<file path="config.mk">
export PLATFORM = sky130hd
export DESIGN_NAME = address_window_allocator
export DESIGN_NICKNAME = d
export VERILOG_FILES = /design/src/rtl/awa_pkg.sv /design/src/rtl/awa_table.sv /design/src/rtl/awa_ctrl.sv /design/src/rtl/address_window_allocator.sv
export SDC_FILE = /design/constraint.sdc
export NUM_CORES = 2
export LEC_CHECK = 0
export ABC_AREA = 1
export BUFFER_PORTS_ARGS = -buffer_cell sky130_fd_sc_hd__buf_2
export CAP_MARGIN = 20
export CORE_ASPECT_RATIO = 1.75
export CORE_UTILIZATION = 40
export DETAILED_ROUTE_END_ITERATION = 12
export SLEW_MARGIN = 10
export SYNTH_ARGS = -nofsm -noshare
export SYNTH_HDL_FRONTEND = slang
export SYNTH_SLANG_ARGS = --single-unit
export TNS_END_PERCENT = 100
</file>
<file path="constraint.sdc">
create_clock -name clk_i -period 10.88 [get_ports clk_i]
set_input_delay 3.264 -clock clk_i [delete_from_list [all_inputs] [get_ports clk_i]]
set_output_delay 3.264 -clock clk_i [all_outputs]
set_load 0.01 [all_outputs]
</file>
<file path="src/rtl/awa_pkg.sv">
// Shared types, constants and helpers for the address window allocator.
// No dependencies; imported by every module of the block.
`default_nettype none

package awa_pkg;

  localparam int unsigned ADDR_W      = 32;
  localparam int unsigned HI_W        = 16;
  localparam int unsigned TGT_W       = 4;
  localparam int unsigned ATTR_W      = 8;
  localparam int unsigned END_W       = 34;
  localparam int unsigned CFG_W       = 6;
  localparam int unsigned CMP_W       = CFG_W + 1;
  localparam int unsigned CFG_IDX_W   = 2;
  localparam int unsigned IDX_OUT_W   = 5;
  localparam int unsigned IN_TDATA_W  = 112;
  localparam int unsigned OUT_TDATA_W = 8;

  localparam logic [CFG_IDX_W-1:0] CFG_WIN_IN_USE = 2'd0;
  localparam logic [CFG_IDX_W-1:0] CFG_REMAP_WIN  = 2'd1;

  localparam logic [CFG_W-1:0] WIN_IN_USE_RST = 6'd20;
  localparam logic [CFG_W-1:0] REMAP_WIN_RST  = 6'd8;

  localparam logic KIND_ADD = 1'b0;
  localparam logic KIND_DEL = 1'b1;

  typedef enum logic [1:0] {
    ST_OK        = 2'd0,
    ST_CONFLICT  = 2'd1,
    ST_NO_FREE   = 2'd2,
    ST_NOT_FOUND = 2'd3
  } status_e;

  typedef enum logic [1:0] {
    CS_IDLE,
    CS_SCAN,
    CS_COMMIT,
    CS_RESP
  } ctl_state_e;

  typedef struct packed {
    logic [CFG_W-1:0] win_in_use;
    logic [CFG_W-1:0] remap_win;
  } cfg_t;

  typedef struct packed {
    logic              kind;
    logic [TGT_W-1:0]  target;
    logic [ATTR_W-1:0] attr;
    logic [ADDR_W-1:0] base;
    logic [ADDR_W-1:0] size;
    logic              has_remap;
    logic [ADDR_W-1:0] remap;
  } item_t;

  typedef struct packed {
    logic [HI_W-1:0]   base_hi;
    logic [HI_W-1:0]   size_f;
    logic [TGT_W-1:0]  target;
    logic [ATTR_W-1:0] attr;
    logic [HI_W-1:0]   remap_seg;
  } win_entry_t;

  typedef struct packed {
    logic       we;
    logic       live;
    logic       remap_we;
    win_entry_t entry;
  } wr_req_t;

  typedef struct packed {
    logic [IDX_OUT_W-1:0] idx;
    status_e              status;
  } res_t;

  // Last byte of a stored window; all ones stands for a wrap past 2^32.
  function automatic logic [END_W-1:0] win_end(logic [HI_W-1:0] bh, logic [HI_W-1:0] sf);
    logic [ADDR_W:0] sum;
    sum = {1'b0, bh, 16'h0000} + {1'b0, sf, 16'hffff};
    if (sf != 16'hffff) begin
      return {1'b0, sum};
    end else if (bh == 16'h0000) begin
      return '1;
    end else begin
      return {2'b00, {bh, 16'h0000} - 32'd1};
    end
  endfunction

  // Last byte of a requested range, same wrap convention.
  function automatic logic [END_W-1:0] req_end(logic [ADDR_W-1:0] base,
                                               logic [ADDR_W-1:0] size);
    logic [ADDR_W:0] sum;
    sum = {1'b0, base} + {1'b0, size};
    if (sum == '0) begin
      return '1;
    end else begin
      return {1'b0, sum - 33'd1};
    end
  endfunction

endpackage

`default_nettype wire

</file>
<file path="src/rtl/awa_table.sv">
// Window table: enable flags in flops, window fields in a synchronous memory.
// Depends on awa_pkg.
`default_nettype none

module awa_table import awa_pkg::*; #(
  parameter int unsigned MAX_WINDOWS = 32,
  localparam int unsigned IDX_W = $clog2(MAX_WINDOWS)
) (
  input  logic             clk_i,
  input  logic             rst_ni,
  input  logic             rd_en_i,
  input  logic [IDX_W-1:0] rd_addr_i,
  output win_entry_t       rd_data_o,
  output logic             rd_live_o,
  input  wr_req_t          wr_i,
  input  logic [IDX_W-1:0] wr_addr_i
);

  win_entry_t             mem_q [MAX_WINDOWS];
  logic [MAX_WINDOWS-1:0] en_q;
  win_entry_t             rd_data_q;
  logic                   rd_live_q;

  always_ff @(posedge clk_i or negedge rst_ni) begin
    if (!rst_ni) begin
      en_q <= '0;
    end else if (wr_i.we) begin
      en_q[wr_addr_i] <= wr_i.live;
    end
  end

  always_ff @(posedge clk_i) begin
    if (wr_i.we) begin
      mem_q[wr_addr_i].base_hi <= wr_i.entry.base_hi;
      mem_q[wr_addr_i].size_f  <= wr_i.entry.size_f;
      mem_q[wr_addr_i].target  <= wr_i.entry.target;
      mem_q[wr_addr_i].attr    <= wr_i.entry.attr;
      if (wr_i.remap_we) begin
        mem_q[wr_addr_i].remap_seg <= wr_i.entry.remap_seg;
      end
    end
  end

  always_ff @(posedge clk_i) begin
    if (rd_en_i) begin
      rd_data_q <= mem_q[rd_addr_i];
    end
  end

  always_ff @(posedge clk_i or negedge rst_ni) begin
    if (!rst_ni) begin
      rd_live_q <= 1'b0;
    end else if (rd_en_i) begin
      rd_live_q <= en_q[rd_addr_i];
    end
  end

  assign rd_data_o = rd_data_q;
  assign rd_live_o = rd_live_q;

endmodule

`default_nettype wire

</file>
<file path="src/rtl/awa_ctrl.sv">
// Scan sequencer: walks the window table, checks overlap and matches,
// tracks free windows and commits the write. Depends on awa_pkg.
`default_nettype none

module awa_ctrl import awa_pkg::*; #(
  parameter int unsigned MAX_WINDOWS = 32,
  localparam int unsigned IDX_W = $clog2(MAX_WINDOWS),
  localparam int unsigned CNT_W = $clog2(MAX_WINDOWS + 1)
) (
  input  logic             clk_i,
  input  logic             rst_ni,
  input  cfg_t             cfg_i,
  input  logic             in_valid_i,
  input  item_t            in_item_i,
  output logic             in_ready_o,
  output logic             rd_en_o,
  output logic [IDX_W-1:0] rd_addr_o,
  input  win_entry_t       rd_data_i,
  input  logic             rd_live_i,
  output wr_req_t          wr_o,
  output logic [IDX_W-1:0] wr_addr_o,
  output logic             res_valid_o,
  output res_t             res_o,
  input  logic             res_ready_i
);

  ctl_state_e state_q, state_d;

  logic              kind_q;
  logic [TGT_W-1:0]  tgt_q;
  logic [ATTR_W-1:0] attr_q;
  logic [ADDR_W-1:0] base_q;
  logic [END_W-1:0]  end_q;
  logic [HI_W-1:0]   size_hi_m1_q;
  logic              size_lo_zero_q;
  logic [HI_W-1:0]   size_field_q;
  logic              has_remap_q;
  logic [HI_W-1:0]   remap_seg_q;

  logic [CNT_W-1:0] cnt_q;
  logic             rd_vld_q;
  logic [IDX_W-1:0] rd_idx_q;
  logic             hit_q;
  logic [IDX_W-1:0] hit_idx_q;
  logic             hi_fnd_q;
  logic [IDX_W-1:0] hi_idx_q;
  logic             any_fnd_q;
  logic [IDX_W-1:0] any_idx_q;
  res_t             res_q;

  logic [CMP_W-1:0]  n_cmp;
  logic [CNT_W-1:0]  win_cnt;
  logic [ADDR_W-1:0] wb32;
  logic              ovl;
  logic              same_dev;
  logic              del_match;
  logic              hit;
  logic              free_eval;
  logic              idx_hi_ok;
  logic              issue;
  logic              scan_done;
  logic              accept;
  status_e           cm_status;
  logic [IDX_W-1:0]  cm_idx;

  always_comb begin
    n_cmp = ({1'b0, cfg_i.win_in_use} > CMP_W'(MAX_WINDOWS)) ?
            CMP_W'(MAX_WINDOWS) : {1'b0, cfg_i.win_in_use};
    win_cnt = n_cmp[CNT_W-1:0];
  end

  always_comb begin
    wb32      = {rd_data_i.base_hi, 16'h0000};
    ovl       = ({2'b00, base_q} < win_end(rd_data_i.base_hi, rd_data_i.size_f)) &&
                (end_q > {2'b00, wb32});
    same_dev  = (tgt_q == rd_data_i.target) && (attr_q == rd_data_i.attr);
    del_match = (base_q == wb32) && size_lo_zero_q && (rd_data_i.size_f == size_hi_m1_q);
    hit       = rd_vld_q && rd_live_i && ((kind_q == KIND_DEL) ? del_match : (ovl || same_dev));
    free_eval = rd_vld_q && !rd_live_i;
    idx_hi_ok = CMP_W'(rd_idx_q) >= {1'b0, cfg_i.remap_win};
    issue     = (state_q == CS_SCAN) && (cnt_q < win_cnt) && !hit;
    scan_done = hit || (cnt_q >= win_cnt);
    accept    = (state_q == CS_IDLE) && in_valid_i;
  end

  always_comb begin
    cm_status = ST_NO_FREE;
    cm_idx    = '0;
    if (kind_q == KIND_ADD) begin
      priority if (hit_q) begin
        cm_status = ST_CONFLICT;
      end else if (!has_remap_q && hi_fnd_q) begin
        cm_status = ST_OK;
        cm_idx    = hi_idx_q;
      end else if (any_fnd_q) begin
        cm_status = ST_OK;
        cm_idx    = any_idx_q;
      end else begin
        cm_status = ST_NO_FREE;
      end
    end else if (hit_q) begin
      cm_status = ST_OK;
      cm_idx    = hit_idx_q;
    end else begin
      cm_status = ST_NOT_FOUND;
    end
  end

  always_comb begin
    state_d = state_q;
    unique case (state_q)
      CS_IDLE:   if (in_valid_i) state_d = CS_SCAN;
      CS_SCAN:   if (scan_done) state_d = CS_COMMIT;
      CS_COMMIT: state_d = CS_RESP;
      CS_RESP:   if (res_ready_i) state_d = CS_IDLE;
      default:   state_d = CS_IDLE;
    endcase
  end

  always_comb begin
    in_ready_o  = (state_q == CS_IDLE);
    rd_en_o     = issue;
    rd_addr_o   = cnt_q[IDX_W-1:0];
    res_valid_o = (state_q == CS_RESP);
    res_o       = res_q;
    wr_addr_o   = cm_idx;
    wr_o.we       = (state_q == CS_COMMIT) && (cm_status == ST_OK);
    wr_o.live     = (kind_q == KIND_ADD);
    wr_o.remap_we = CMP_W'(cm_idx) < {1'b0, cfg_i.remap_win};
    if (kind_q == KIND_ADD) begin
      wr_o.entry.base_hi   = base_q[ADDR_W-1:HI_W];
      wr_o.entry.size_f    = size_field_q;
      wr_o.entry.target    = tgt_q;
      wr_o.entry.attr      = attr_q;
      wr_o.entry.remap_seg = remap_seg_q;
    end else begin
      wr_o.entry = '0;
    end
  end

  always_ff @(posedge clk_i or negedge rst_ni) begin
    if (!rst_ni) begin
      state_q   <= CS_IDLE;
      cnt_q     <= '0;
      rd_vld_q  <= 1'b0;
      hit_q     <= 1'b0;
      hi_fnd_q  <= 1'b0;
      any_fnd_q <= 1'b0;
    end else begin
      state_q <= state_d;
      if (accept) begin
        cnt_q     <= '0;
        rd_vld_q  <= 1'b0;
        hit_q     <= 1'b0;
        hi_fnd_q  <= 1'b0;
        any_fnd_q <= 1'b0;
      end else begin
        rd_vld_q <= issue;
        if (issue) begin
          cnt_q <= cnt_q + CNT_W'(1);
        end
        if (hit) begin
          hit_q <= 1'b1;
        end
        if (free_eval && !any_fnd_q) begin
          any_fnd_q <= 1'b1;
        end
        if (free_eval && idx_hi_ok && !hi_fnd_q) begin
          hi_fnd_q <= 1'b1;
        end
      end
    end
  end

  always_ff @(posedge clk_i) begin
    if (accept) begin
      kind_q         <= in_item_i.kind;
      tgt_q          <= in_item_i.target;
      attr_q         <= in_item_i.attr;
      base_q         <= in_item_i.base;
      end_q          <= req_end(in_item_i.base, in_item_i.size);
      size_hi_m1_q   <= in_item_i.size[ADDR_W-1:HI_W] - 16'd1;
      size_lo_zero_q <= (in_item_i.size[HI_W-1:0] == '0);
      size_field_q   <= HI_W'((in_item_i.size - 32'd1) >> HI_W);
      has_remap_q    <= in_item_i.has_remap;
      remap_seg_q    <= in_item_i.has_remap ? in_item_i.remap[ADDR_W-1:HI_W] :
                                              in_item_i.base[ADDR_W-1:HI_W];
    end
    rd_idx_q <= cnt_q[IDX_W-1:0];
    if (hit) begin
      hit_idx_q <= rd_idx_q;
    end
    if (free_eval && !any_fnd_q) begin
      any_idx_q <= rd_idx_q;
    end
    if (free_eval && idx_hi_ok && !hi_fnd_q) begin
      hi_idx_q <= rd_idx_q;
    end
    if (state_q == CS_COMMIT) begin
      res_q.status <= cm_status;
      res_q.idx    <= (cm_status == ST_OK) ? IDX_OUT_W'(cm_idx) : '0;
    end
  end

endmodule

`default_nettype wire

</file>
<file path="src/rtl/address_window_allocator.sv">
// Top level of the address window allocator: stream ports, configuration
// registers, output register. Uses awa_pkg, awa_table and awa_ctrl.
`default_nettype none

// Takes add and delete requests for address decode windows and answers each
// with one status item. An item is scanned against the window table one entry
// per cycle through the table memory's single read port, over at most n entries,
// where n is windows_in_use clamped to MAX_WINDOWS; the scan
// stops early at the first conflict or delete match. One item is in flight at
// a time; the next one is taken while a finished result waits in the output
// register. Write configuration only while no item is in flight.
module address_window_allocator import awa_pkg::*; #(
  parameter int unsigned MAX_WINDOWS = 32
) (
  input  logic                   clk_i,
  input  logic                   rst_ni,
  input  logic                   cfg_we_i,
  input  logic [CFG_IDX_W-1:0]   cfg_addr_i,
  input  logic [CFG_W-1:0]       cfg_wdata_i,
  input  logic                   s_axis_tvalid_i,
  output logic                   s_axis_tready_o,
  // target_id[3:0], attr[11:4], window_base[43:12], window_size[75:44],
  // has_remap[76], remap_address[108:77], zero fill above
  input  logic [IN_TDATA_W-1:0]  s_axis_tdata_i,
  // kind
  input  logic                   s_axis_tuser_i,
  output logic                   m_axis_tvalid_o,
  input  logic                   m_axis_tready_i,
  // status[1:0], window_index[6:2], zero fill above
  output logic [OUT_TDATA_W-1:0] m_axis_tdata_o
);

  localparam int unsigned IDX_W = $clog2(MAX_WINDOWS);

  cfg_t             cfg_q;
  item_t            item;
  logic             rd_en;
  logic [IDX_W-1:0] rd_addr;
  win_entry_t       rd_data;
  logic             rd_live;
  wr_req_t          wr_req;
  logic [IDX_W-1:0] wr_addr;
  logic             res_valid;
  logic             res_ready;
  res_t             res;
  logic             out_vld_q;
  res_t             out_q;

  always_ff @(posedge clk_i or negedge rst_ni) begin
    if (!rst_ni) begin
      cfg_q.win_in_use <= WIN_IN_USE_RST;
      cfg_q.remap_win  <= REMAP_WIN_RST;
    end else if (cfg_we_i) begin
      unique case (cfg_addr_i)
        CFG_WIN_IN_USE: cfg_q.win_in_use <= cfg_wdata_i;
        CFG_REMAP_WIN:  cfg_q.remap_win  <= cfg_wdata_i;
        default: ;
      endcase
    end
  end

  always_comb begin
    item.kind      = s_axis_tuser_i;
    item.target    = s_axis_tdata_i[3:0];
    item.attr      = s_axis_tdata_i[11:4];
    item.base      = s_axis_tdata_i[43:12];
    item.size      = s_axis_tdata_i[75:44];
    item.has_remap = s_axis_tdata_i[76];
    item.remap     = s_axis_tdata_i[108:77];
  end

  awa_ctrl #(
    .MAX_WINDOWS(MAX_WINDOWS)
  ) u_ctrl (
    .clk_i      (clk_i),
    .rst_ni     (rst_ni),
    .cfg_i      (cfg_q),
    .in_valid_i (s_axis_tvalid_i),
    .in_item_i  (item),
    .in_ready_o (s_axis_tready_o),
    .rd_en_o    (rd_en),
    .rd_addr_o  (rd_addr),
    .rd_data_i  (rd_data),
    .rd_live_i  (rd_live),
    .wr_o       (wr_req),
    .wr_addr_o  (wr_addr),
    .res_valid_o(res_valid),
    .res_o      (res),
    .res_ready_i(res_ready)
  );

  awa_table #(
    .MAX_WINDOWS(MAX_WINDOWS)
  ) u_table (
    .clk_i    (clk_i),
    .rst_ni   (rst_ni),
    .rd_en_i  (rd_en),
    .rd_addr_i(rd_addr),
    .rd_data_o(rd_data),
    .rd_live_o(rd_live),
    .wr_i     (wr_req),
    .wr_addr_i(wr_addr)
  );

  assign res_ready = !out_vld_q || m_axis_tready_i;

  always_ff @(posedge clk_i or negedge rst_ni) begin
    if (!rst_ni) begin
      out_vld_q <= 1'b0;
    end else if (res_valid && res_ready) begin
      out_vld_q <= 1'b1;
    end else if (m_axis_tready_i) begin
      out_vld_q <= 1'b0;
    end
  end

  always_ff @(posedge clk_i) begin
    if (res_valid && res_ready) begin
      out_q <= res;
    end
  end

  assign m_axis_tvalid_o = out_vld_q;
  assign m_axis_tdata_o  = {{(OUT_TDATA_W - $bits(res_t)){1'b0}}, out_q};

  a_no_rw_overlap: assert property (@(posedge clk_i) disable iff (!rst_ni)
    wr_req.we |-> !rd_en)
    else $error("table written during a scan read");

  a_busy_after_accept: assert property (@(posedge clk_i) disable iff (!rst_ni)
    (s_axis_tvalid_i && s_axis_tready_o) |=> !s_axis_tready_o)
    else $error("item taken while another is in flight");

  a_single_commit: assert property (@(posedge clk_i) disable iff (!rst_ni)
    wr_req.we |=> !wr_req.we)
    else $error("table written twice for one item");

  a_idx_zero_on_fail: assert property (@(posedge clk_i) disable iff (!rst_ni)
    (m_axis_tvalid_o && out_q.status != ST_OK) |-> (out_q.idx == '0))
    else $error("nonzero window index on a failed item");

endmodule

`default_nettype wire

</file>
==> impl_metrics.xml <==
<?xml version="1.0" encoding="UTF-8"?>
<metrics>
  <group name="global_routing">
    <metric name="gr-total-overflow" unit="">0</metric>
    <metric name="first_global_vias" unit="">45465</metric>
    <metric name="grt_start_max_net_pins" unit="">165</metric>
    <metric name="grt_pass1_wl" unit="µm">298000</metric>
    <metric name="gr-usage-all-layers" unit="%">23.0</metric>
    <metric name="antenna_found_initial" unit="">5</metric>
  </group>
  <group name="detailed_routing">
    <metric name="via_count" unit="">46874</metric>
    <metric name="avgViaCountPerCell" unit="">5.72</metric>
    <metric name="drt-initial-drc-count" unit="">4804</metric>
    <metric name="detailedRoute.firstPassIterationCount" unit="">8</metric>
    <metric name="wirelength" unit="µm">207000</metric>
    <metric name="post_drt_wl_per_cell" unit="µm">25.3</metric>
    <metric name="remaining_drc_errors" unit="">0</metric>
    <metric name="count_of_nets_left_with_antenna_violations_after_detail_routing" unit="">0</metric>
  </group>
  <group name="cells_and_area">
    <metric name="area_growth" unit="%">11.8</metric>
    <metric name="fin_area" unit="µm²">78100</metric>
    <metric name="layout.cells.most_common" unit="">edfxtp_1</metric>
    <metric name="instances_no_fill" unit="">8199</metric>
    <metric name="layout.core_utilization" unit="%">45.1</metric>
    <metric name="n_fill_cell" unit="">15401</metric>
    <metric name="most-common-layout-cells" unit="">edfxtp_1, nor2_1, o21ai_0, nand2_1, inv_1</metric>
    <metric name="drive_above_1_share" unit="%">9.31</metric>
    <metric name="layout.nets" unit="">6065</metric>
  </group>
  <group name="yosys">
    <metric name="synth_top_family_by_area" unit="">compound AO/OA/AOI/OAI gates</metric>
    <metric name="synth.net_count" unit="">6001</metric>
    <metric name="synth_simple_gate_area_share" unit="%">11.0</metric>
    <metric name="post_synth_xor_area_fraction" unit="%">1.22</metric>
    <metric name="postSynth.asyncResetShare" unit="%">3.50</metric>
    <metric name="post_synth_instance_area" unit="µm²">69800</metric>
    <metric name="yosysWarnings" unit="">0</metric>
    <metric name="synth-seq-cells" unit="">1657</metric>
    <metric name="postSynth.topFlopCell" unit="">edfxtp_1</metric>
    <metric name="ys_seq_area_share" unit="%">70.8</metric>
    <metric name="synthAdderAreaFrac" unit="%">1.85</metric>
    <metric name="post_synth_mux_area_share" unit="%">0</metric>
    <metric name="postSynthAreaPerCell" unit="µm²">12.1</metric>
    <metric name="synth-compound-area-share" unit="%">11.7</metric>
    <metric name="post_synth_num_cell_types" unit="">58</metric>
    <metric name="synth_enable_flop_cells" unit="">1594</metric>
    <metric name="post_synth_inst_count" unit="">5773</metric>
  </group>
  <group name="cts">
    <metric name="cts_tree" unit="">yes</metric>
    <metric name="cts_setup_buffers" unit="">0</metric>
    <metric name="cts-root-to-sink-buffers" unit="">4</metric>
    <metric name="clock_root_buffer_master" unit="">clkbuf_16</metric>
    <metric name="quantity_of_gates_resized_following_cts" unit="">0</metric>
    <metric name="worst_setup_hold_path_clk_slew" unit="ps">70</metric>
    <metric name="worst_skew_pair.late_latency" unit="ps">820</metric>
    <metric name="number_of_levels_in_the_clock_h_tree" unit="">4</metric>
    <metric name="hold_buffers" unit="">0</metric>
    <metric name="cts_inserted_buffers" unit="">157</metric>
    <metric name="cts_sinks" unit="">1657</metric>
  </group>
  <group name="outcome">
    <metric name="run_status" unit="">complete, no violations</metric>
  </group>
  <group name="pwr">
    <metric name="internal_power_contribution" unit="mW">12.2</metric>
    <metric name="power_density" unit="nW/µm²">241</metric>
    <metric name="leakage_component_of_the_power" unit="nW">26.7</metric>
    <metric name="pwr-share-seq" unit="%">42.8</metric>
    <metric name="power_switching_share" unit="%">35.2</metric>
    <metric name="worst_ir_drop_vdd" unit="V">0.000157</metric>
    <metric name="p_total" unit="mW">18.8</metric>
    <metric name="pwr-share-comb" unit="%">29.3</metric>
    <metric name="clock_power_share" unit="%">27.9</metric>
    <metric name="p_switching" unit="mW">6.61</metric>
  </group>
  <group name="placement">
    <metric name="postPlaceCellArea" unit="µm²">73100</metric>
    <metric name="port_buffers" unit="">99</metric>
    <metric name="dp_hpwl" unit="µm">115000</metric>
    <metric name="globalplace.congestion" unit="">0.905</metric>
    <metric name="place_inst" unit="">7911</metric>
  </group>
  <group name="sta">
    <metric name="setup_violations" unit="">0</metric>
    <metric name="relSlewSlack" unit="%">18.0</metric>
    <metric name="timing_hold_violations_final" unit="">0</metric>
    <metric name="maxClockFrequency" unit="GHz">0.166</metric>
    <metric name="final_max_slew_viol_count" unit="">0</metric>
    <metric name="timing.setup.tns" unit="ps">0</metric>
    <metric name="worst-slew-pin-transition" unit="ps">1230</metric>
    <metric name="rsz0062_at_grt" unit="">no</metric>
    <metric name="timing.clock.skew" unit="ps">81.5</metric>
    <metric name="layout_min_cycle_time" unit="ps">6010</metric>
    <metric name="finalCritPeriodShare" unit="%">55.2</metric>
  </group>
  <group name="floorplanning">
    <metric name="dieHeight" unit="µm">555</metric>
    <metric name="ioPinCount" unit="">136</metric>
    <metric name="cell_rows" unit="">202</metric>
    <metric name="die_width" unit="µm">318</metric>
    <metric name="die_ar" unit="µm²">176000</metric>
    <metric name="initial_core_util" unit="%">40.3</metric>
    <metric name="core" unit="µm²">173000</metric>
  </group>
  <group name="critical_path">
    <metric name="critical_path.endpoint_type" unit="">flip-flop</metric>
    <metric name="worstPathMaxFanout" unit="">45</metric>
    <metric name="worstPathRequired" unit="ps">11260</metric>
    <metric name="worst_setup_path_start_kind" unit="">flip-flop</metric>
    <metric name="cp_data_arrival_time" unit="ps">6390</metric>
    <metric name="ff_to_ff_path_depth" unit="">25</metric>
    <metric name="timing_worst_setup_path_type" unit="">reg -&gt; reg</metric>
  </group>
  <group name="flow_run">
    <metric name="drv_cap" unit="">0</metric>
  </group>
  <group name="hold_path">
    <metric name="min_path_cells" unit="">0</metric>
    <metric name="hold_path.class" unit="">reg -&gt; reg</metric>
  </group>
</metrics>
## cells in the mapped netlist, types with 42 or more instances
master,instances,area (µm²)
o221ai_1,138,1210
nand4_1,69,432
o211ai_1,42,315
nand3_1,174,871
nor2_1,984,3690
a21oi_1,100,500
nand2_1,551,2070
dfrtp_1,55,1380
xor2_1,62,543
edfxtp_1,1594,47900
ha_1,100,1250
clkbuf_1,278,1040
o22ai_1,229,1430
inv_1,298,1120
o21ai_0,861,4310
## metal layers
metal,part of all wire [%],vias to the layer above,routed length [µm],track usage [%]
li1,-,21129,-,-
met1,36,23291,74900,26.3
met2,51,1936,107000,41.1
met3,6.1,518,12700,2.43
met4,6.4,0,13300,14.2
met5,0,-,0,0
## through the flow
stage	worst slack, ps	hold slack [ps]
floorplan	4640	372
detailed placement	4340	412
global route	4740	441
finish	4870	426
CTS	4890	428
global placement	4370	409
## worst max-delay path, stage by stage (launching register included)
cell	delay (ps)
edfxtp_1	610
nand4_1	180
inv_1	50
nand4_1	400
clkinv_1	480
nand2_1	540
inv_1	230
a32o_1	290
ha_1	290
nand2_1	50
inv_1	60
nand3_1	210
nor3_1	200
nand2_1	80
nand2_1	120
nand2_1	70
nand2_1	80
nand2_1	60
nand2_1	50
nand2_1	50
nand2_1	290
nand2_1	90
nand2_1	170
nand2_1	160
inv_2	70
buf_4	620
## worst paths after layout
kind,from,end,slack (ps)
max reg2reg,u_table.rd_data_o[41]$_DFFE_PP_,u_table.rd_data_o[47]$_DFFE_PP_,4870
min reg2reg,u_ctrl.res_o[6]$_SDFFCE_PP0P_,m_axis_tdata_o[6]$_DFFE_PP_,430
max in group asynchronous,rst_ni,u_ctrl.cnt_q[2]$_DFFE_PN0P_,7610
min,u_ctrl.res_o[6]$_SDFFCE_PP0P_,m_axis_tdata_o[6]$_DFFE_PP_,430
max,u_table.rd_data_o[41]$_DFFE_PP_,u_table.rd_data_o[47]$_DFFE_PP_,4870
min in group asynchronous,rst_ni,u_ctrl.hit_q$_DFFE_PN0P_,2630
## logic make-up after synthesis
logic type,count (synthesis)
buf+inv,623
compound gates,1428
fa+ha+maj,102
xor+xnor,94
other cells,1
flops,1657
simple gates,1868
## state kept, by name (all words and copies together), names as in the netlist, 4 cells and up
register / cells
u_table.en_q: 32
m_axis_tdata_o: 7
u_ctrl.hi_idx_q: 5
u_ctrl.rd_idx_q: 5
u_table.rd_data_o: 44
u_ctrl.any_idx_q: 5
u_ctrl.size_hi_m1_q: 16
u_ctrl.tgt_q: 4
u_ctrl.hit_idx_q: 5
u_ctrl.res_o: 7
u_ctrl.size_field_q: 16
u_table.mem_q: 1408
u_ctrl.attr_q: 8
u_ctrl.base_q: 32
u_ctrl.cnt_q: 6
cfg_q: 12
u_ctrl.end_q: 34
## final cells by class
class                      count  area [µm²]  share of cell area [%]
sequential                  1657       49400                    63.3
multi-input combinational   3493       18300                    23.5
clock buffer                 194        4130                    5.29
tap                         2244        2810                    3.60
timing repair buffer         218        1500                    1.93
inverter                     310        1190                    1.52
clock inverter                77         651                   0.834
antenna                        6        15.0                  0.0192
## power groups by stage
stage | clock network, mW | registers [mW] | logic (mW)
floorplan | 0 | 7.94 | 3.63
global placement | 0 | 8.16 | 5.36
detailed placement | 0 | 8.16 | 5.46
CTS | 5.32 | 8.03 | 5.48
global route | 5.53 | 8.06 | 6.09
finish | 5.25 | 8.04 | 5.51
(Power assumes the default switching activity.)
